--- src/rtl/mwo_pkg.sv ---
package mwo_pkg;

  localparam int FRAC_BITS = 16;
  localparam int NUM_WHEELS = 4;

  localparam int W_FL = 0;
  localparam int W_FR = 1;
  localparam int W_RL = 2;
  localparam int W_RR = 3;

  // Tick quotient carries 40 fraction bits before rounding to FRAC_BITS
  localparam int TICK_SHR = 40 - FRAC_BITS;
  localparam int TICK_QW = TICK_SHR + 33;
  localparam int RPM_QW = 33;
  localparam int YAW_QW = 33;
  localparam int LIN_SHR = FRAC_BITS + 2;

  localparam int DIV_QW = TICK_QW;
  localparam int DIV_RW = 56;
  localparam int DIV_CW = $clog2(DIV_QW + 1);
  localparam int NUM_W = 96;
  localparam int PROD_W = 66;
  localparam int SAT_W = 64;
  localparam int DEN_RPM_W = 14;

  // 2*pi in Q40 times one million (microseconds to seconds)
  localparam logic [62:0] TWO_PI_US = 63'd6908435304715000000;
  localparam logic [31:0] TWO_PI_US_LO = TWO_PI_US[31:0];
  localparam logic [30:0] TWO_PI_US_HI = TWO_PI_US[62:32];

  localparam logic [15:0] CPR_RST = 16'd40;
  localparam logic [7:0] GEAR_RST = 8'd5;
  localparam logic [31:0] RADIUS_RST = 32'(((64'd7 << FRAC_BITS) + 64'd50) / 64'd100);
  localparam logic [31:0] AXLE_RST = 32'(((64'd369 << FRAC_BITS) + 64'd500) / 64'd1000);

  typedef struct packed {
    logic go;
    logic zero;
    logic [DIV_RW-1:0] den_tick;
    logic [DEN_RPM_W-1:0] den_rpm;
  } lane_cmd_t;

  typedef struct packed {
    logic done;
    logic signed [31:0] tick_speed;
    logic signed [31:0] scaled_rpm;
  } lane_res_t;

  // Apply sign to a magnitude and clamp to the signed 32-bit range
  function automatic logic [31:0] sat32(input logic neg, input logic [SAT_W-1:0] m);
    logic [31:0] r;
    if (neg) begin
      if (m > SAT_W'(64'h8000_0000)) r = 32'h8000_0000;
      else r = ~m[31:0] + 32'd1;
    end else begin
      if (m > SAT_W'(64'h7FFF_FFFF)) r = 32'h7FFF_FFFF;
      else r = m[31:0];
    end
    return r;
  endfunction

endpackage

--- src/rtl/mwo_div.sv ---
module mwo_div import mwo_pkg::*; (
  input  logic              clk,
  input  logic              rst,
  input  logic              start,
  input  logic [DIV_RW-1:0] rem_init,
  input  logic [DIV_QW-1:0] num,
  input  logic [DIV_RW-1:0] den,
  input  logic [DIV_CW-1:0] steps,
  output logic              busy,
  output logic [DIV_QW-1:0] quot
);

  logic [DIV_CW-1:0] cnt;
  logic [DIV_RW-1:0] rem;
  logic [DIV_QW-1:0] num_sr;
  logic [DIV_RW:0]   rem_sh;
  logic [DIV_RW:0]   diff;
  logic              ge;

  assign rem_sh = {rem, num_sr[DIV_QW-1]};
  assign diff = rem_sh - {1'b0, den};
  assign ge = (rem_sh >= {1'b0, den});

  always_ff @(posedge clk) begin
    if (rst) begin
      busy <= 1'b0;
      cnt <= '0;
    end else if (start) begin
      busy <= 1'b1;
      cnt <= steps;
    end else if (busy) begin
      cnt <= cnt - DIV_CW'(1);
      if (cnt == DIV_CW'(1)) busy <= 1'b0;
    end
  end

  // Restoring division, one quotient bit per cycle
  always_ff @(posedge clk) begin
    if (start) begin
      rem <= rem_init;
      num_sr <= num;
      quot <= '0;
    end else if (busy) begin
      rem <= ge ? diff[DIV_RW-1:0] : rem_sh[DIV_RW-1:0];
      num_sr <= {num_sr[DIV_QW-2:0], 1'b0};
      quot <= {quot[DIV_QW-2:0], ge};
    end
  end

endmodule

--- src/rtl/mwo_lane.sv ---
module mwo_lane import mwo_pkg::*; (
  input  logic               clk,
  input  logic               rst,
  input  lane_cmd_t          cmd,
  input  logic signed [32:0] delta,
  input  logic signed [31:0] rpm,
  output lane_res_t          res
);

  typedef enum logic [4:0] {
    L_IDLE = 5'b00001,
    L_MLO  = 5'b00010,
    L_MHI  = 5'b00100,
    L_LOAD = 5'b01000,
    L_DIV  = 5'b10000
  } lane_state_t;

  localparam logic [TICK_QW:0] TICK_HALF = (TICK_QW + 1)'(1) << (TICK_SHR - 1);

  lane_state_t state, state_next;

  logic [32:0]       d_u;
  logic [31:0]       rpm_u;
  logic [32:0]       d_mag;
  logic [31:0]       rpm_mag;
  logic              neg_t, neg_r, ovf_t;
  logic [32:0]       mag_t;
  logic [NUM_W-1:0]  acc;
  logic [31:0]       k_half;
  logic [64:0]       prod;
  logic [DIV_RW-1:0] tick_rem0;
  logic              busy_t, busy_r;
  logic [DIV_QW-1:0] q_t, q_r;
  logic [TICK_QW:0]  tick_sum, tick_rnd;
  logic [RPM_QW:0]   rpm_sum;
  logic [RPM_QW-1:0] rpm_rnd;
  logic              finish;
  logic              done_r;
  logic [31:0]       ts_r, rs_r;

  assign d_u = delta;
  assign rpm_u = rpm;
  assign d_mag = d_u[32] ? (~d_u + 33'd1) : d_u;
  assign rpm_mag = rpm_u[31] ? (~rpm_u + 32'd1) : rpm_u;

  // One 33x32 multiplier, two passes over the halves of the constant
  assign k_half = (state == L_MLO) ? TWO_PI_US_LO : {1'b0, TWO_PI_US_HI};
  assign prod = 65'(mag_t) * 65'(k_half);

  assign tick_rem0 = DIV_RW'(acc >> TICK_QW);

  mwo_div u_div_rpm (
    .clk      (clk),
    .rst      (rst),
    .start    ((state == L_IDLE) && cmd.go),
    .rem_init ('0),
    .num      ({rpm_mag, 1'b0, {(DIV_QW - RPM_QW){1'b0}}}),
    .den      (DIV_RW'(cmd.den_rpm)),
    .steps    (DIV_CW'(RPM_QW)),
    .busy     (busy_r),
    .quot     (q_r)
  );

  mwo_div u_div_tick (
    .clk      (clk),
    .rst      (rst),
    .start    (state == L_LOAD),
    .rem_init (tick_rem0),
    .num      (acc[DIV_QW-1:0]),
    .den      (cmd.den_tick),
    .steps    (DIV_CW'(TICK_QW)),
    .busy     (busy_t),
    .quot     (q_t)
  );

  assign tick_sum = {1'b0, q_t[TICK_QW-1:0]} + TICK_HALF;
  assign tick_rnd = tick_sum >> TICK_SHR;
  assign rpm_sum = {1'b0, q_r[RPM_QW-1:0]} + (RPM_QW + 1)'(1);
  assign rpm_rnd = rpm_sum[RPM_QW:1];

  assign finish = (state == L_DIV) && !busy_t && !busy_r;

  always_comb begin
    state_next = state;
    case (state)
      L_IDLE: if (cmd.go) state_next = L_MLO;
      L_MLO:  state_next = L_MHI;
      L_MHI:  state_next = L_LOAD;
      L_LOAD: state_next = L_DIV;
      L_DIV:  if (finish) state_next = L_IDLE;
      default: state_next = L_IDLE;
    endcase
  end

  always_ff @(posedge clk) begin
    if (rst) begin
      state <= L_IDLE;
      done_r <= 1'b0;
    end else begin
      state <= state_next;
      done_r <= finish;
    end
  end

  always_ff @(posedge clk) begin
    if ((state == L_IDLE) && cmd.go) begin
      neg_t <= d_u[32];
      mag_t <= d_mag;
      neg_r <= rpm_u[31];
    end
    if (state == L_MLO) acc <= NUM_W'(prod);
    if (state == L_MHI) acc <= acc + (NUM_W'(prod) << 32);
    // quotient would not fit: saturate
    if (state == L_LOAD) ovf_t <= (tick_rem0 >= cmd.den_tick);
    if (finish) begin
      ts_r <= cmd.zero ? 32'd0 :
              sat32(neg_t, ovf_t ? {SAT_W{1'b1}} : SAT_W'(tick_rnd));
      rs_r <= sat32(neg_r, SAT_W'(rpm_rnd));
    end
  end

  always_comb begin
    res.done = done_r;
    res.tick_speed = ts_r;
    res.scaled_rpm = rs_r;
  end

endmodule

--- config.mk ---
export PLATFORM = sky130hd
export DESIGN_NAME = mwo_lane
export DESIGN_NICKNAME = d
export VERILOG_FILES = /design/src/rtl/mwo_pkg.sv /design/src/rtl/mwo_div.sv /design/src/rtl/mwo_lane.sv
export SDC_FILE = /design/constraint.sdc
export NUM_CORES = 2
export LEC_CHECK = 0
export BUFFER_PORTS_ARGS = -buffer_cell sky130_fd_sc_hd__buf_2
export CAP_MARGIN = 30
export CELL_PAD_IN_SITES_DETAIL_PLACEMENT = 1
export CELL_PAD_IN_SITES_GLOBAL_PLACEMENT = 1
export CORE_ASPECT_RATIO = 1.75
export CORE_MARGIN = 4
export CORE_UTILIZATION = 25
export CTS_BUF_LIST = sky130_fd_sc_hd__clkbuf_2
export DETAILED_ROUTE_END_ITERATION = 8
export GPL_ROUTABILITY_DRIVEN = 0
export PLACE_DENSITY = 0.47
export SLEW_MARGIN = 20
export SYNTH_ARGS = -nofsm -noshare
export SYNTH_HDL_FRONTEND = slang
export SYNTH_SLANG_ARGS = --single-unit
--- constraint.sdc ---
create_clock -name clk -period 12.55 [get_ports clk]
set_input_delay 1.8825 -clock clk [delete_from_list [all_inputs] [get_ports clk]]
set_output_delay 1.8825 -clock clk [all_outputs]
set_load 0.03 [all_outputs]
# Yosys cells after proc, flatten, opt, wreduce, memory -nomap -nowiden
# Index checks and enable logic that the tools add are counted.
dict set report totals {
  register_bits 507
  inputBits 139
  out_inout_bits 65
}
dict set report op_classes {
  add_sub_neg 11
  multipliers 1
  magnitude_cmp 7
  n_eq_ne 9
  mux 33
  bitwise_logic 4
  reduce_logical 11
}
# operator count
set op_table {}
lappend op_table {{32-bit 2-to-1 mux} 9}
lappend op_table {{57-bit 2-to-1 mux} 4}
lappend op_table {{96-bit 2-to-1 mux} 2}
lappend op_table {{56-bit 2-to-1 mux} 2}
lappend op_table {{32-bit by 1-bit adder with 32-bit output, second input constant} 3}
lappend op_table {{96-bit adder} 1}
lappend op_table {{32-bit NOT} 3}
lappend op_table {{39-bit 2-to-1 mux} 2}
lappend op_table {{33-bit by 32-bit multiplier with 65-bit output} 1}
lappend op_table {{64-bit by 31-bit > comparator with 1-bit output, second input constant} 1}
lappend op_table {{64-bit by 32-bit > comparator with 1-bit output, second input constant} 1}
lappend op_table {{64-bit 2-to-1 mux} 1}
lappend op_table {{57-bit by 24-bit adder with 58-bit output, second input constant} 1}
lappend op_table {{57-bit by 14-bit >= comparator with 1-bit output} 1}
lappend op_table {{57-bit by 56-bit >= comparator with 1-bit output} 1}
lappend op_table {{39-bit by 56-bit >= comparator with 1-bit output} 1}
lappend op_table {{56-bit by 14-bit subtractor with 56-bit output} 1}
lappend op_table {{56-bit subtractor} 1}
lappend op_table {{33-bit by 1-bit adder with 34-bit output, second input constant} 1}
lappend op_table {{33-bit by 1-bit adder with 33-bit output, second input constant} 1}
lappend op_table {{33-bit by 31-bit > comparator with 1-bit output, second input constant} 1}
lappend op_table {{33-bit by 32-bit > comparator with 1-bit output, second input constant} 1}
lappend op_table {{33-bit NOT} 1}
lappend op_table {{5-bit one-hot mux with 5 select lines} 1}
lappend op_table {{16 further kinds} 34}

# Depth between registers and ports, before layout
dict set report depth {
  depth_word 6
  ltp_mapped 48
  depth_no_buf 44
}

# Hierarchy
# From an unflattened synthesis, not the netlist that was laid out.
dict set report hier_totals {
  cells_unflattened 6913
  hier_area_um2 64879.7
}
# module instances cells_each area_each_um2 seq_area_each_um2
set modules_own_cells {}
lappend modules_own_cells {mwo_lane 1 4578 42443.2 5975.7}
lappend modules_own_cells {{mwo_div at u_div_tick} 1 1171 11222.0 4674.5}
lappend modules_own_cells {{mwo_div at u_div_rpm} 1 1164 11214.5 4674.5}

# Least setup slack after synthesis
# OpenSTA, ideal clock, no wires.
dict set report synth_timing {
  kind {register to register}
  startpoint {register state[4]}
  endpoint {register acc[93] (data pin)}
  setup_ns 0.266
  arrival_ns 10.743
  t_required_ns 12.284
  path_slack_ns 1.541
  path_stages_with_launch 39
  period_less_slack_ns 11.009
  cell_sequence {dfxtp_1 -> nor2_1 -> nand4bb_1 -> inv_1 -> clkbuf_1 -> buf_1 -> nor2_1 -> ha_1 -> or2_2 -> fa_1 -> fa_1 -> fa_1 -> fa_1 -> fa_1 -> fa_1 -> inv_1 -> fa_1 -> inv_1 -> (+3 left out) -> a2111oi_0 -> o21ai_0 -> a41oi_1 -> o41ai_1 -> a31oi_1 -> xnor2_1 -> ha_1 -> and2_1 -> nor2b_1 -> and4_1 -> a221o_1 -> o21ai_0 -> o21ai_0 -> and3_1 -> a221o_1 -> a21oi_1 -> xor2_1 -> nor2_1}
}
dict set report synth_between {
  elab_chain_len 5
  word_cells_on_any_way 6
  classes_between {1 x add/sub; 1 x mul; 2 x eq/ne; 2 x mux}
}
# element line_no
set synth_rtl {}
lappend synth_rtl {{start, declared} mwo_lane.sv:20} ;# lane_state_t state, state_next;
lappend synth_rtl {{start signal, assigned} mwo_lane.sv:100} ;# state <= state_next;
lappend synth_rtl {{5-bit by 2-bit equality test with 1-bit output} mwo_lane.sv:47} ;# assign k_half = (state == L_MLO) ? TWO_PI_US_LO : {1'b0, TWO_PI_US_HI};
lappend synth_rtl {{32-bit 2-to-1 mux} mwo_lane.sv:47}
lappend synth_rtl {{33-bit by 32-bit multiplier with 65-bit output} mwo_lane.sv:48} ;# assign prod = 65'(mag_t) * 65'(k_half);
lappend synth_rtl {{96-bit adder} mwo_lane.sv:112} ;# if (state == L_MHI) acc <= acc + (NUM_W'(prod) << 32);
lappend synth_rtl {{96-bit 2-to-1 mux *} mwo_lane.sv:112}
lappend synth_rtl {{end signal, assigned} mwo_lane.sv:111} ;# if (state == L_MLO) acc <= NUM_W'(prod);
lappend synth_rtl {{end signal, assigned} mwo_lane.sv:112}
lappend synth_rtl {{end, declared} mwo_lane.sv:28} ;# logic [NUM_W-1:0] acc;
# Every way passes the cells marked *; elsewhere a longest branch is shown, timed or not.
# A chain may end at the register's enable or synchronous reset.

# Worst setup path in the final report
dict set report layout_timing {
  startpoint {register state[4]}
  endpoint {register acc[94] (data pin)}
}
# Same word-level chain as after synthesis.

==> results.json <==
{
  "dr_wl_met3_um": 4840,
  "post_cts_resized": 0,
  "wire_per_inst_um": 22.5,
  "status": "finished clean",
  "crit_required_ns": 13.74,
  "crit_top_cell": "fa_1",
  "slowest_delay_ns": 0.58,
  "via_count": 46058,
  "slew_headroom_pct": 29.1,
  "rsz0062_at_grt": "no",
  "route.detailed.drc": 0,
  "die_h_um": 650,
  "cts_root_buf": "clkbuf_2",
  "core_mm2": 0.234,
  "rows": 235,
  "synth-simple-area-share_pct": 13.7,
  "crit_path_top_delay_cell": "fa_1",
  "path_class": "flop to flop",
  "finalSetupTns_ns": 0,
  "drtIter0Drc": 1683,
  "tightest_slew_ns": 1.04,
  "grt-ovfl-total": 0,
  "drt_pass1_iterations": 4,
  "grt_max_degree": 91,
  "multi_input_area_mm2": 0.0410,
  "critPathLaunchType": "flop",
  "io_pins": 204,
  "synth_flop_cell": "edfxtp_1",
  "route.met2.wl_um": 122000,
  "dieArea_mm2": 0.244,
  "grt_pass1_vias": 52100,
  "synthXorXnorAreaFrac_pct": 6.14,
  "synth_top_family_by_area": "adder cells",
  "synth_compound_area_share_pct": 12.4,
  "synth.area.top_cells": "fa_1 (22%), edfxtp_1 (16%), ha_1 (13%)",
  "syn_inst": 6426,
  "grt_pass1_wl_um": 330000,
  "maxCapViolCount": 0,
  "fin_crit_ns": 11.81,
  "synth_top_area_share_pct": 21.5,
  "clkTransAtPathRegs_ns": 0.11,
  "synth_cell_type_count": 93,
  "drive_above_1_share_pct": 8.82,
  "area_growth_pct": 9.97,
  "clk_latency_ns": 1.44,
  "yosys.cell_count.top_type": "inv_1",
  "cp_max_fo": 24,
  "top_layer_used": "met5",
  "syn_area_mm2": 0.0589,
  "nFillCells": 27348,
  "htree_levels": 4,
  "synth.top_cells.by_count": "inv_1 (929), fa_1 (633), nand2_1 (633)",
  "fmax_mhz": 84.7,
  "yosysSeqAreaShare_pct": 22.6,
  "ant_nets": 0,
  "ff_latch_area_mm2": 0.0133,
  "yosysTopAreaCell": "fa_1",
  "crit_arrival_ns": 13.00,
  "slew_violations": 0,
  "ys.warnings.count": 0,
  "ys_seq_elements": 505,
  "cts_hold_buf": 0,
  "routed_wl_um": 220000,
  "numPortBuffers": 203,
  "fin_nets": 7964,
  "skew_ns": 0.156,
  "avgSynthCellArea_um2": 9.16,
  "async_flop_share_pct": 0,
  "setup_viol": 0,
  "cts_buffers": 157,
  "fp.dieW_um": 375,
  "worst_setup_path_end_kind": "flop",
  "cts.sinks": 505,
  "synth-edff-count": 322,
  "antenna_found_initial": 13,
  "viasPerCell": 4.71,
  "grt_use_total_pct": 17.8,
  "synth_mux_area_share_pct": 2.89,
  "synthAdderAreaFrac_pct": 34.4,
  "post_cts_buffers": 0,
  "met1_length_um": 78100,
  "cts_tree": "built",
  "hold_viol_final": 0,
  "finalCritPeriodShare_pct": 94.1,
  "start_util_pct": 25.1,
  "dp_hpwl_um": 186000,
  "hold_path_class": "flop to flop",
  "clock_path_buffers": 4,
  "holdWs_ns": 0.430
}
state kept, by name (all words and copies together) (netlist names):
name               count
u_div_tick.quot       57
mag_t                 33
u_div_rpm.cnt          6
u_div_tick.num_sr     56
acc                   95
u_div_tick.cnt         6
neg_r                  1
u_div_rpm.quot        33
u_div_rpm.num_sr      32
state                  5
ts_r                  32
ovf_t                  1
u_div_tick.busy        1
neg_t                  1
done_r                 1
u_div_rpm.rem         56
u_div_tick.rem        56
rs_r                  32
u_div_rpm.busy         1
worst max-delay path, delay by kind of cell, from the launching register on:
kind / cells / cell delay (ns)
buf+inv: 9 / 1.50
flops: 1 / 0.37
compound gates: 14 / 2.88
xor+xnor: 2 / 0.50
fa+ha+maj: 10 / 4.72
simple gates: 7 / 1.60
cell usage in the layout (no fill, tap or decap), types with 36 or more instances in the layout:
master and n:
nand3_1 109, buf_2 203, a21oi_1 360, nor2b_1 40
and3_1 61, mux2i_1 163, dfxtp_1 181, and2_1 63
ha_1 605, fa_1 633, nand2b_1 51, nand4_1 89
nand2_1 631, nor2_1 402, buf_4 77, a21o_1 120
nor4_1 36, xor2_1 173, inv_1 928, a31oi_1 58
clkinv_1 42, clkbuf_2 213, o21bai_1 40, xnor2_1 240
o21ai_0 337, nor3_1 78, edfxtp_1 322
routing by layer:
metal	track usage [%]	vias up
met5	0	-
met4	10.6	14
met3	1.88	441
met2	35.2	690
met1	17.7	22948
li1	-	21965
layout make-up:
type | instances | area share (%)
clock inverter | 56 | 0.464
antenna | 6 | 0.0232
clock buffer | 213 | 1.65
sequential | 505 | 20.6
inverter | 938 | 5.45
tap | 3081 | 5.95
multi-input combinational | 4701 | 63.3
timing repair buffer | 284 | 2.56
worst paths after layout:
kind,start,slack (ns),cells after the start,end
max,state[4],0.74,42,acc[94]
min,u_div_tick.quot[18],0.43,2,u_div_tick.quot[19]
max reg2reg,state[4],0.74,42,acc[94]
min reg2reg,u_div_tick.quot[18],0.43,2,u_div_tick.quot[19]
logic make-up (layout without fill, tap and decap cells):
| kind of cell | Yosys count | count (layout) |
|---|---|---|
| compound gates | 1175 | 1175 |
| xor+xnor | 413 | 413 |
| fa+ha+maj | 1238 | 1238 |
| buf+inv | 1221 | 1491 |
| flops | 505 | 505 |
| mux | 169 | 169 |
| other cells | 2 | 9 |
| simple gates | 1703 | 1703 |
metrics by stage:
step	instance area, um^2	setup WS, ns	instances	util (%)
floorplan	58900	1.54	6427	-
global placement	63300	0.702	9506	27.0
detailed placement	63400	0.716	9509	27.0
CTS	64700	0.687	9778	27.6
global route	64700	0.0972	9781	27.6
finish	64700	0.738	9784	27.6
Power is not shown: default switching activity piles up to over one toggle a cycle in this logic, so the estimate is an artifact.
