## src/rtl/mwo_pkg.sv

```systemverilog
package mwo_pkg;

  localparam int FRAC_BITS = 16;
  localparam int NUM_WHEELS = 4;

  localparam int W_FL = 0;
  localparam int W_FR = 1;
  localparam int W_RL = 2;
  localparam int W_RR = 3;

  // Tick quotient carries 40 fraction bits before rounding to FRAC_BITS
  localparam int TICK_SHR = 40 - FRAC_BITS;
  localparam int TICK_QW = TICK_SHR + 33;
  localparam int RPM_QW = 33;
  localparam int YAW_QW = 33;
  localparam int LIN_SHR = FRAC_BITS + 2;

  localparam int DIV_QW = TICK_QW;
  localparam int DIV_RW = 56;
  localparam int DIV_CW = $clog2(DIV_QW + 1);
  localparam int NUM_W = 96;
  localparam int PROD_W = 66;
  localparam int SAT_W = 64;
  localparam int DEN_RPM_W = 14;

  // 2*pi in Q40 times one million (microseconds to seconds)
  localparam logic [62:0] TWO_PI_US = 63'd6908435304715000000;
  localparam logic [31:0] TWO_PI_US_LO = TWO_PI_US[31:0];
  localparam logic [30:0] TWO_PI_US_HI = TWO_PI_US[62:32];

  localparam logic [15:0] CPR_RST = 16'd40;
  localparam logic [7:0] GEAR_RST = 8'd5;
  localparam logic [31:0] RADIUS_RST = 32'(((64'd7 << FRAC_BITS) + 64'd50) / 64'd100);
  localparam logic [31:0] AXLE_RST = 32'(((64'd369 << FRAC_BITS) + 64'd500) / 64'd1000);

  typedef struct packed {
    logic go;
    logic zero;
    logic [DIV_RW-1:0] den_tick;
    logic [DEN_RPM_W-1:0] den_rpm;
  } lane_cmd_t;

  typedef struct packed {
    logic done;
    logic signed [31:0] tick_speed;
    logic signed [31:0] scaled_rpm;
  } lane_res_t;

  // Apply sign to a magnitude and clamp to the signed 32-bit range
  function automatic logic [31:0] sat32(input logic neg, input logic [SAT_W-1:0] m);
    logic [31:0] r;
    if (neg) begin
      if (m > SAT_W'(64'h8000_0000)) r = 32'h8000_0000;
      else r = ~m[31:0] + 32'd1;
    end else begin
      if (m > SAT_W'(64'h7FFF_FFFF)) r = 32'h7FFF_FFFF;
      else r = m[31:0];
    end
    return r;
  endfunction

endpackage

```

## src/rtl/mwo_div.sv

```systemverilog
module mwo_div import mwo_pkg::*; (
  input  logic              clk,
  input  logic              rst,
  input  logic              start,
  input  logic [DIV_RW-1:0] rem_init,
  input  logic [DIV_QW-1:0] num,
  input  logic [DIV_RW-1:0] den,
  input  logic [DIV_CW-1:0] steps,
  output logic              busy,
  output logic [DIV_QW-1:0] quot
);

  logic [DIV_CW-1:0] cnt;
  logic [DIV_RW-1:0] rem;
  logic [DIV_QW-1:0] num_sr;
  logic [DIV_RW:0]   rem_sh;
  logic [DIV_RW:0]   diff;
  logic              ge;

  assign rem_sh = {rem, num_sr[DIV_QW-1]};
  assign diff = rem_sh - {1'b0, den};
  assign ge = (rem_sh >= {1'b0, den});

  always_ff @(posedge clk) begin
    if (rst) begin
      busy <= 1'b0;
      cnt <= '0;
    end else if (start) begin
      busy <= 1'b1;
      cnt <= steps;
    end else if (busy) begin
      cnt <= cnt - DIV_CW'(1);
      if (cnt == DIV_CW'(1)) busy <= 1'b0;
    end
  end

  // Restoring division, one quotient bit per cycle
  always_ff @(posedge clk) begin
    if (start) begin
      rem <= rem_init;
      num_sr <= num;
      quot <= '0;
    end else if (busy) begin
      rem <= ge ? diff[DIV_RW-1:0] : rem_sh[DIV_RW-1:0];
      num_sr <= {num_sr[DIV_QW-2:0], 1'b0};
      quot <= {quot[DIV_QW-2:0], ge};
    end
  end

endmodule

```

## src/rtl/mwo_merge.sv

```systemverilog
module mwo_merge import mwo_pkg::*; (
  input  logic                         clk,
  input  logic                         rst,
  input  logic                         go,
  input  logic [NUM_WHEELS-1:0][31:0]  wheel,
  input  logic [31:0]                  radius,
  input  logic [31:0]                  axle,
  output logic                         done,
  output logic signed [31:0]           vx,
  output logic signed [31:0]           vy,
  output logic signed [31:0]           wz
);

  typedef enum logic [5:0] {
    M_IDLE = 6'b000001,
    M_PX   = 6'b000010,
    M_PY   = 6'b000100,
    M_PW   = 6'b001000,
    M_LOAD = 6'b010000,
    M_DIV  = 6'b100000
  } merge_state_t;

  localparam logic [PROD_W:0] LIN_HALF = (PROD_W + 1)'(1) << (LIN_SHR - 1);

  function automatic logic [33:0] mag_of(input logic [34:0] s);
    logic [34:0] u;
    u = s;
    if (u[34]) u = ~u + 35'd1;
    return u[33:0];
  endfunction

  merge_state_t state, state_next;

  logic signed [34:0] ws [NUM_WHEELS];
  logic signed [34:0] s_x, s_y, s_z;
  logic [33:0]        mag_x, mag_y, mag_z, mag_sel;
  logic               neg_x, neg_y, neg_z, ovf_z;
  logic [PROD_W-1:0]  prod;
  logic [PROD_W:0]    lin_sum, lin_rnd;
  logic [DIV_RW-1:0]  yaw_rem0, yaw_den;
  logic               busy;
  logic [DIV_QW-1:0]  q;
  logic [YAW_QW:0]    yaw_sum;
  logic [YAW_QW-1:0]  yaw_rnd;
  logic               finish;

  always_comb begin
    for (int i = 0; i < NUM_WHEELS; i++) begin
      ws[i] = 35'(signed'(wheel[i]));
    end
  end

  assign s_x = ws[W_FL] + ws[W_FR] + ws[W_RL] + ws[W_RR];
  assign s_y = ws[W_FR] - ws[W_FL] + ws[W_RL] - ws[W_RR];
  assign s_z = ws[W_FR] + ws[W_RR] - ws[W_FL] - ws[W_RL];

  always_comb begin
    case (state)
      M_PY: mag_sel = mag_y;
      M_PW: mag_sel = mag_z;
      default: mag_sel = mag_x;
    endcase
  end

  assign lin_sum = {1'b0, prod} + LIN_HALF;
  assign lin_rnd = lin_sum >> LIN_SHR;

  // Yaw numerator is twice the product; divide by 4*(L+W), then halve with rounding
  assign yaw_rem0 = DIV_RW'(prod >> (YAW_QW - 1));
  assign yaw_den = DIV_RW'({axle, 2'b00});

  mwo_div u_div_yaw (
    .clk      (clk),
    .rst      (rst),
    .start    (state == M_LOAD),
    .rem_init (yaw_rem0),
    .num      ({prod[YAW_QW-2:0], 1'b0, {(DIV_QW - YAW_QW){1'b0}}}),
    .den      (yaw_den),
    .steps    (DIV_CW'(YAW_QW)),
    .busy     (busy),
    .quot     (q)
  );

  assign yaw_sum = {1'b0, q[YAW_QW-1:0]} + (YAW_QW + 1)'(1);
  assign yaw_rnd = yaw_sum[YAW_QW:1];

  assign finish = (state == M_DIV) && !busy;

  always_comb begin
    state_next = state;
    case (state)
      M_IDLE: if (go) state_next = M_PX;
      M_PX:   state_next = M_PY;
      M_PY:   state_next = M_PW;
      M_PW:   state_next = M_LOAD;
      M_LOAD: state_next = M_DIV;
      M_DIV:  if (finish) state_next = M_IDLE;
      default: state_next = M_IDLE;
    endcase
  end

  always_ff @(posedge clk) begin
    if (rst) begin
      state <= M_IDLE;
      done <= 1'b0;
    end else begin
      state <= state_next;
      done <= finish;
    end
  end

  always_ff @(posedge clk) begin
    if ((state == M_IDLE) && go) begin
      mag_x <= mag_of(s_x);
      mag_y <= mag_of(s_y);
      mag_z <= mag_of(s_z);
      neg_x <= s_x[34];
      neg_y <= s_y[34];
      neg_z <= s_z[34];
    end
    if ((state == M_PX) || (state == M_PY) || (state == M_PW)) begin
      prod <= PROD_W'(mag_sel) * PROD_W'(radius);
    end
    if (state == M_PY) vx <= sat32(neg_x, SAT_W'(lin_rnd));
    if (state == M_PW) vy <= sat32(neg_y, SAT_W'(lin_rnd));
    if (state == M_LOAD) ovf_z <= (yaw_rem0 >= yaw_den);
    if (finish) wz <= sat32(neg_z, ovf_z ? {SAT_W{1'b1}} : SAT_W'(yaw_rnd));
  end

endmodule

```

## config.mk

```make
export PLATFORM = sky130hd
export DESIGN_NAME = mwo_merge
export DESIGN_NICKNAME = d
export VERILOG_FILES = /design/src/rtl/mwo_pkg.sv /design/src/rtl/mwo_div.sv /design/src/rtl/mwo_merge.sv
export SDC_FILE = /design/constraint.sdc
export NUM_CORES = 2
export LEC_CHECK = 0
export ABC_AREA = 1
export BUFFER_PORTS_ARGS = -buffer_cell sky130_fd_sc_hd__buf_2
export CORE_MARGIN = 10
export CORE_UTILIZATION = 30
export DETAILED_ROUTE_END_ITERATION = 12
export PLACE_DENSITY_LB_ADDON = 0.3
export SLEW_MARGIN = 20
export SYNTH_ARGS = -nofsm -noshare
export SYNTH_HDL_FRONTEND = slang
export SYNTH_SLANG_ARGS = --single-unit
```

## constraint.sdc

```tcl
create_clock -name clk -period 26.3 [get_ports clk]
set_input_delay 1.315 -clock clk [delete_from_list [all_inputs] [get_ports clk]]
set_output_delay 1.315 -clock clk [all_outputs]
set_load 0.02 [all_outputs]
```

* Word-level counts from Yosys, hierarchy flattened
Index checks and enable logic that the tools add are counted.
** Operators by class
- Add/sub/neg operators :: 18
- Multiply operators :: 1
- Order comparisons :: 6
- Eq/ne operators :: 9
- Multiplexer cells :: 25
- Bitwise gates (word level) :: 5
- Reductions and logical operators :: 8
** Operator list (number)
- two-way mux 32 bit :: 7
- two-way mux 34 bit :: 5
- two-way mux 57 bit :: 2
- adder 34 x 1 -> 34 bit, second input constant :: 3
- NOT 34 bit :: 3
- subtractor 34 x 32 -> 35 bit :: 2
- adder 33 x 32 -> 34 bit :: 2
- one-hot mux 34 bit (2 select lines) :: 1
- adder 66 x 18 -> 67 bit, second input constant :: 1
- adder 32 x 32 -> 33 bit :: 2
- multiplier 34 x 32 -> 66 bit :: 1
- adder 32 x 1 -> 32 bit, second input constant :: 2
- greater-than comparator 64 x 31 -> 1 bit, second input constant :: 1
- greater-than comparator 64 x 32 -> 1 bit, second input constant :: 1
- two-way mux 64 bit :: 1
- NOT 32 bit :: 2
- >= comparator 57 x 34 -> 1 bit :: 1
- two-way mux 56 bit :: 1
- subtractor 56 x 34 -> 56 bit :: 1
- greater-than comparator 49 x 31 -> 1 bit, second input constant :: 1
- greater-than comparator 49 x 32 -> 1 bit, second input constant :: 1
- one-hot mux 6 bit (6 select lines) :: 1
- adder 34 x 32 -> 35 bit :: 1
- adder 33 x 1 -> 34 bit, second input constant :: 1
- 19 further kinds :: 28
** Word-level totals
- Flip-flop bits (word level) :: 403
- Bits of input ports :: 195
- Output and inout port bits :: 97
- Word-level logic and storage cells :: 92

* Depth between registers and ports, before layout
- Depth in word-level cells :: 6
- Depth in mapped cells :: 42
- Gate-level depth less buffers :: 40

* Modules after synthesis
A second synthesis with hierarchy kept.
** Second synthesis, totals
- Cell total of the unflattened synthesis :: 10709
- Area, all modules :: 78237.5 um^2
** Modules (own cells, without submodules)
- mwo_merge :: times used 1, cells each 8717, area each 65316.4 um^2, seq. area each 8187.9 um^2
- mwo_div :: times used 1, cells each 1992, area each 12921.1 um^2, seq. area each 4674.5 um^2

* Worst setup path before layout
OpenSTA, ideal clock, no wires.
- Path kind :: reg-to-reg
- From :: register state[1]
- To :: register prod[55], data pin
- Setup time :: 252 ps
- Data arrival time :: 8605 ps
- Required time :: 26048 ps
- Slack :: 17443 ps
- Stages on the path, launching flop included :: 37
- Buffers on the path :: 2
- Path through :: dfxtp_1 -> nor2_1 -> nand2_1 -> nor2_2 -> clkbuf_1 -> a22o_1 -> a21oi_1 -> inv_1 -> clkbuf_1 -> nand2_1 -> fa_1 -> inv_1 -> fa_1 -> inv_1 -> fa_1 -> fa_1 -> inv_1 -> fa_1 -> inv_1 -> fa_1 -> inv_1 -> fa_1 -> inv_1 -> fa_1 -> inv_1 -> ha_1 -> a21oi_1 -> o21ai_0 -> a21oi_1 -> nand3_1 -> nand3_1 -> nand2_1 -> a21boi_0 -> nand3b_1 -> nand2_1 -> nand2_1 -> nand2_1
** Between the ends
- Word-level cells in the longest chain between the ends :: 3
** Ends and longest elaborated chain
- start, declared :: RTL line mwo_merge.sv:32 : merge_state_t state, state_next;
- start signal, assigned :: RTL line mwo_merge.sv:107 : state <= state_next;
- == test 6 x 4 -> 1 bit or == test 6 x 3 -> 1 bit (tied branches) :: RTL line mwo_merge.sv:58 : case (state)
- one-hot mux 34 bit (2 select lines) (*) :: RTL line mwo_merge.sv:58
- multiplier 34 x 32 -> 66 bit (*) :: RTL line mwo_merge.sv:122 : prod <= PROD_W'(mag_sel) * PROD_W'(radius);
- end signal, assigned :: RTL line mwo_merge.sv:122
- end, declared :: RTL line mwo_merge.sv:38 : logic [PROD_W-1:0] prod;
Mark *: on every way between the ends. The rest lies on a longest branch, timed or not.
A chain may end at the register's enable or synchronous reset.

* Worst setup path after layout
- From :: register state[1]
- To :: register prod[65], data pin
Same word-level chain as after synthesis.

==> metrics.txt <==
run status finished clean; worst hold path class flip-flop to flip-flop; placeable core region 244,000 sq um; headroom to the max-slew limit 21.9%; effective utilization at floorplan 30.2%; largest net degree at the start of global routing 83; clock latency reported for the late side of the worst-skew pair 0.67 ns; overall fraction of global-route tracks in use 20.1%; clock tree from TritonCTS yes; count of unique library cells instantiated by Yosys 59; Post-Route Skew 0.0684 ns; fraction of synthesis flops using an asynchronous set or reset pin 0%; die area 265,000 sq um; Highest Clock Rate 0.0943 GHz; Reg clk slew, reported paths 0.06 ns; maximum clock insertion buffer count 3; slowest stage cell, crit path sky130_fd_sc_hd__clkinv_1; Detail Route met2 WL 122,000 um; buffer count from post-CTS setup fixing 0; hpwl dp 227,000 um; Root Buffer sky130_fd_sc_hd__clkbuf_16; width of the die 515 um; multi-input combinational cell area 53,500 sq um; critical path endpoint category flip-flop; number of buffers inserted by hold repair at cts 0; net count after synthesis 11,600; number of placed cells counting well taps 13,100; y dimension of the die 515 um; I/O pin count 292; cell with the most instances after synthesis sky130_fd_sc_hd__nand2_1; final setup violation count 0; area share of the leading cell type in the synthesized netlist 31.4%; actual slew at the worst max-slew pin 1.17 ns; antenna violations before repair 16; Seq. cell area 11,400 sq um; average wire per cell in the routed design 20.5 um; Post-Place Worst Slack 15.92 ns; number of global-route vias before repair 65,400; max-capacitance violation count 0; Final Worst Setup Slack 15.70 ns; first-pass iteration count of the detailed router 8; total number of placement rows 181; count of nets after finishing 11,800; share of the clock period used by the worst path after layout 40.3%; Ys Warns 0; synthesized area per cell 7.50 sq um; number of non-filler instances in the completed layout 13,200; final weighted congestion of routability-driven global placement 0.963; remaining antenna violation count after routing 0; leading post-synthesis cells by cell area sky130_fd_sc_hd__fa_1 (31%), sky130_fd_sc_hd__edfxtp_1 (14%), sky130_fd_sc_hd__nand2_1 (13%), sky130_fd_sc_hd__inv_1 (10%), sky130_fd_sc_hd__ha_1 (7.5%); ys flop type sky130_fd_sc_hd__edfxtp_1; commonest cells in the synthesized netlist sky130_fd_sc_hd__nand2_1 (2,621), sky130_fd_sc_hd__inv_1 (1,994), sky130_fd_sc_hd__fa_1 (1,152), sky130_fd_sc_hd__nor2_1 (1,134), sky130_fd_sc_hd__nand3_1 (463); global-route wire length before repair 411,000 um; post-route met1 wirelength 118,000 um; Final TNS setup 0 ns; crit path DAT 10.97 ns; number of vias after detailed routing 64,500; crit path launch type flip-flop; number of sinks on the clock net 403; First DRT Iteration DRCs 5,554; count of final hold-check violations 0; startpoint-to-endpoint class of the critical path flip-flop to flip-flop; crit path time final 10.60 ns; proportion of synthesized chip area in sequential cells 15.5%; DRC errors left 0; number of stages on the worst hold path 2; Routed met3 length 20,200 um; data required time at the worst endpoint 26.67 ns; number of instances in the synthesized netlist 9,803; Layout area overhead 9.35%; critical-path maximum fanout 28; H-tree depth 2; dominant cell type by count on the critical path sky130_fd_sc_hd__fa_1; overflow left after global routing 0; highest metal used met5; number of synthesized register bits 403; dominant cell type by area after synthesis sky130_fd_sc_hd__fa_1; count of flip-flops with a built-in enable after synthesis 334; filler instances 26,500; post-cts repair resize count 0; depth of the most critical reg-to-reg path 33; Via density 4.88; Slew Limit Fails 0; setup repair after global routing missed its margin no; final WL 271,000 um; maximum cell stage delay along the critical path 0.85 ns; number of clock buffers inserted by TritonCTS 49; count of buffers inserted at the top-level ports 291; Syn Std Cell Area 73,500 sq um; share of post-route cells with drive strength above 1 5.76%
## worst max-delay path, delay by kind of cell (launching register included)
| kind | cells | cell delay [ns] |
|---|---|---|
| adder cells (fa/ha/maj) | 9 | 4.59 |
| buffers and inverters | 11 | 2.29 |
| AO/OA/AOI/OAI | 2 | 0.91 |
| flip-flops | 1 | 0.32 |
| AND/OR/NAND/NOR | 10 | 2.03 |
| XOR/XNOR | 1 | 0.16 |
## state kept, by name (all words and copies together) (netlist names), 6 cells and up
register          flops
state                 6
u_div_yaw.num_sr     32
prod                 66
u_div_yaw.quot       33
vx                   32
u_div_yaw.cnt         6
mag_y                34
mag_z                34
u_div_yaw.rem        56
mag_x                34
vy                   32
wz                   32
## per-stage QoR
| step | area (sq um) | util [%] | hold WS (ns) |
|---|---|---|---|
| 5_1_grt | 80400 | 33.0 | 0.495 |
| 3_5_place_dp | 78700 | 32.3 | 0.458 |
| 6_report | 80400 | 33.0 | 0.468 |
| 4_1_cts | 80400 | 33.0 | 0.465 |
| 2_1_floorplan | 73500 | - | 0.441 |
| 3_3_place_gp | 78700 | 32.3 | 0.454 |
## layout make-up
| type | instances | share of cell area, % |
|---|---|---|
| Clock inverter | 39 | 0.633 |
| Tap cell | 3202 | 4.98 |
| Antenna cell | 3 | 0.00934 |
| Sequential cell | 403 | 14.2 |
| Timing Repair Buffer | 376 | 2.60 |
| Clock buffer | 52 | 1.54 |
| Multi-Input combinational cell | 7106 | 66.6 |
| Inverter | 2032 | 9.49 |
## worst paths after layout
path / to / slack [ns] / from
max reg2reg: prod[65]$_DFFE_PP_ / 15.70 / state[1]$_SDFFE_PP0P_
min: u_div_yaw.cnt[1]$_SDFFE_PP0P_ / 0.47 / u_div_yaw.cnt[1]$_SDFFE_PP0P_
max: prod[65]$_DFFE_PP_ / 15.70 / state[1]$_SDFFE_PP0P_
min reg2reg: u_div_yaw.cnt[1]$_SDFFE_PP0P_ / 0.47 / u_div_yaw.cnt[1]$_SDFFE_PP0P_
## metal layers
layer  up-vias  track usage [%]
li1      30100                -
met1     31400             27.5
met2      2510             32.5
met3       432             3.05
met4         8             6.34
met5         -                0
## cells in the final DEF (no fill, tap or decap), types with 5 or more instances in the layout
cell type	count
sky130_fd_sc_hd__ha_1	443
sky130_fd_sc_hd__clkinvlp_4	8
sky130_fd_sc_hd__xor2_1	154
sky130_fd_sc_hd__o21a_1	14
sky130_fd_sc_hd__o21ai_0	257
sky130_fd_sc_hd__o21ai_1	24
sky130_fd_sc_hd__o21bai_1	15
sky130_fd_sc_hd__a21oi_1	287
sky130_fd_sc_hd__nand4_1	101
sky130_fd_sc_hd__nand3_2	5
sky130_fd_sc_hd__nor2_4	19
sky130_fd_sc_hd__nand3b_1	33
sky130_fd_sc_hd__inv_2	14
sky130_fd_sc_hd__clkbuf_16	49
sky130_fd_sc_hd__buf_2	291
sky130_fd_sc_hd__nor2_1	1132
sky130_fd_sc_hd__inv_1	1992
sky130_fd_sc_hd__or2_2	6
sky130_fd_sc_hd__nor3_1	68
sky130_fd_sc_hd__a22o_1	34
sky130_fd_sc_hd__nor4_1	14
sky130_fd_sc_hd__nand3_1	462
sky130_fd_sc_hd__a21o_1	11
sky130_fd_sc_hd__o22ai_1	33
sky130_fd_sc_hd__fa_1	1152
sky130_fd_sc_hd__o211ai_1	9
sky130_fd_sc_hd__nand2_1	2618
sky130_fd_sc_hd__bufinv_16	8
sky130_fd_sc_hd__buf_4	85
sky130_fd_sc_hd__edfxtp_1	334
sky130_fd_sc_hd__and2_1	11
sky130_fd_sc_hd__and3_1	8
sky130_fd_sc_hd__dfxtp_1	69
sky130_fd_sc_hd__xnor2_1	85
sky130_fd_sc_hd__nor2_2	8
sky130_fd_sc_hd__clkinv_1	33
sky130_fd_sc_hd__a31oi_1	19
sky130_fd_sc_hd__a21oi_2	24
sky130_fd_sc_hd__nand2_2	21
sky130_fd_sc_hd__a21boi_0	5
## kinds of logic after synthesis
group	count (synthesis)	share of synthesized area [%]
fa+ha+maj	1595	38.9
buf+inv	2294	11.9
flops	403	15.5
xor+xnor	245	3.00
compound gates	744	5.62
simple gates	4522	25.1
Power is left out: the tool's default activity adds up to more than one toggle a clock period on the data nets, which glitch-free logic cannot reach.
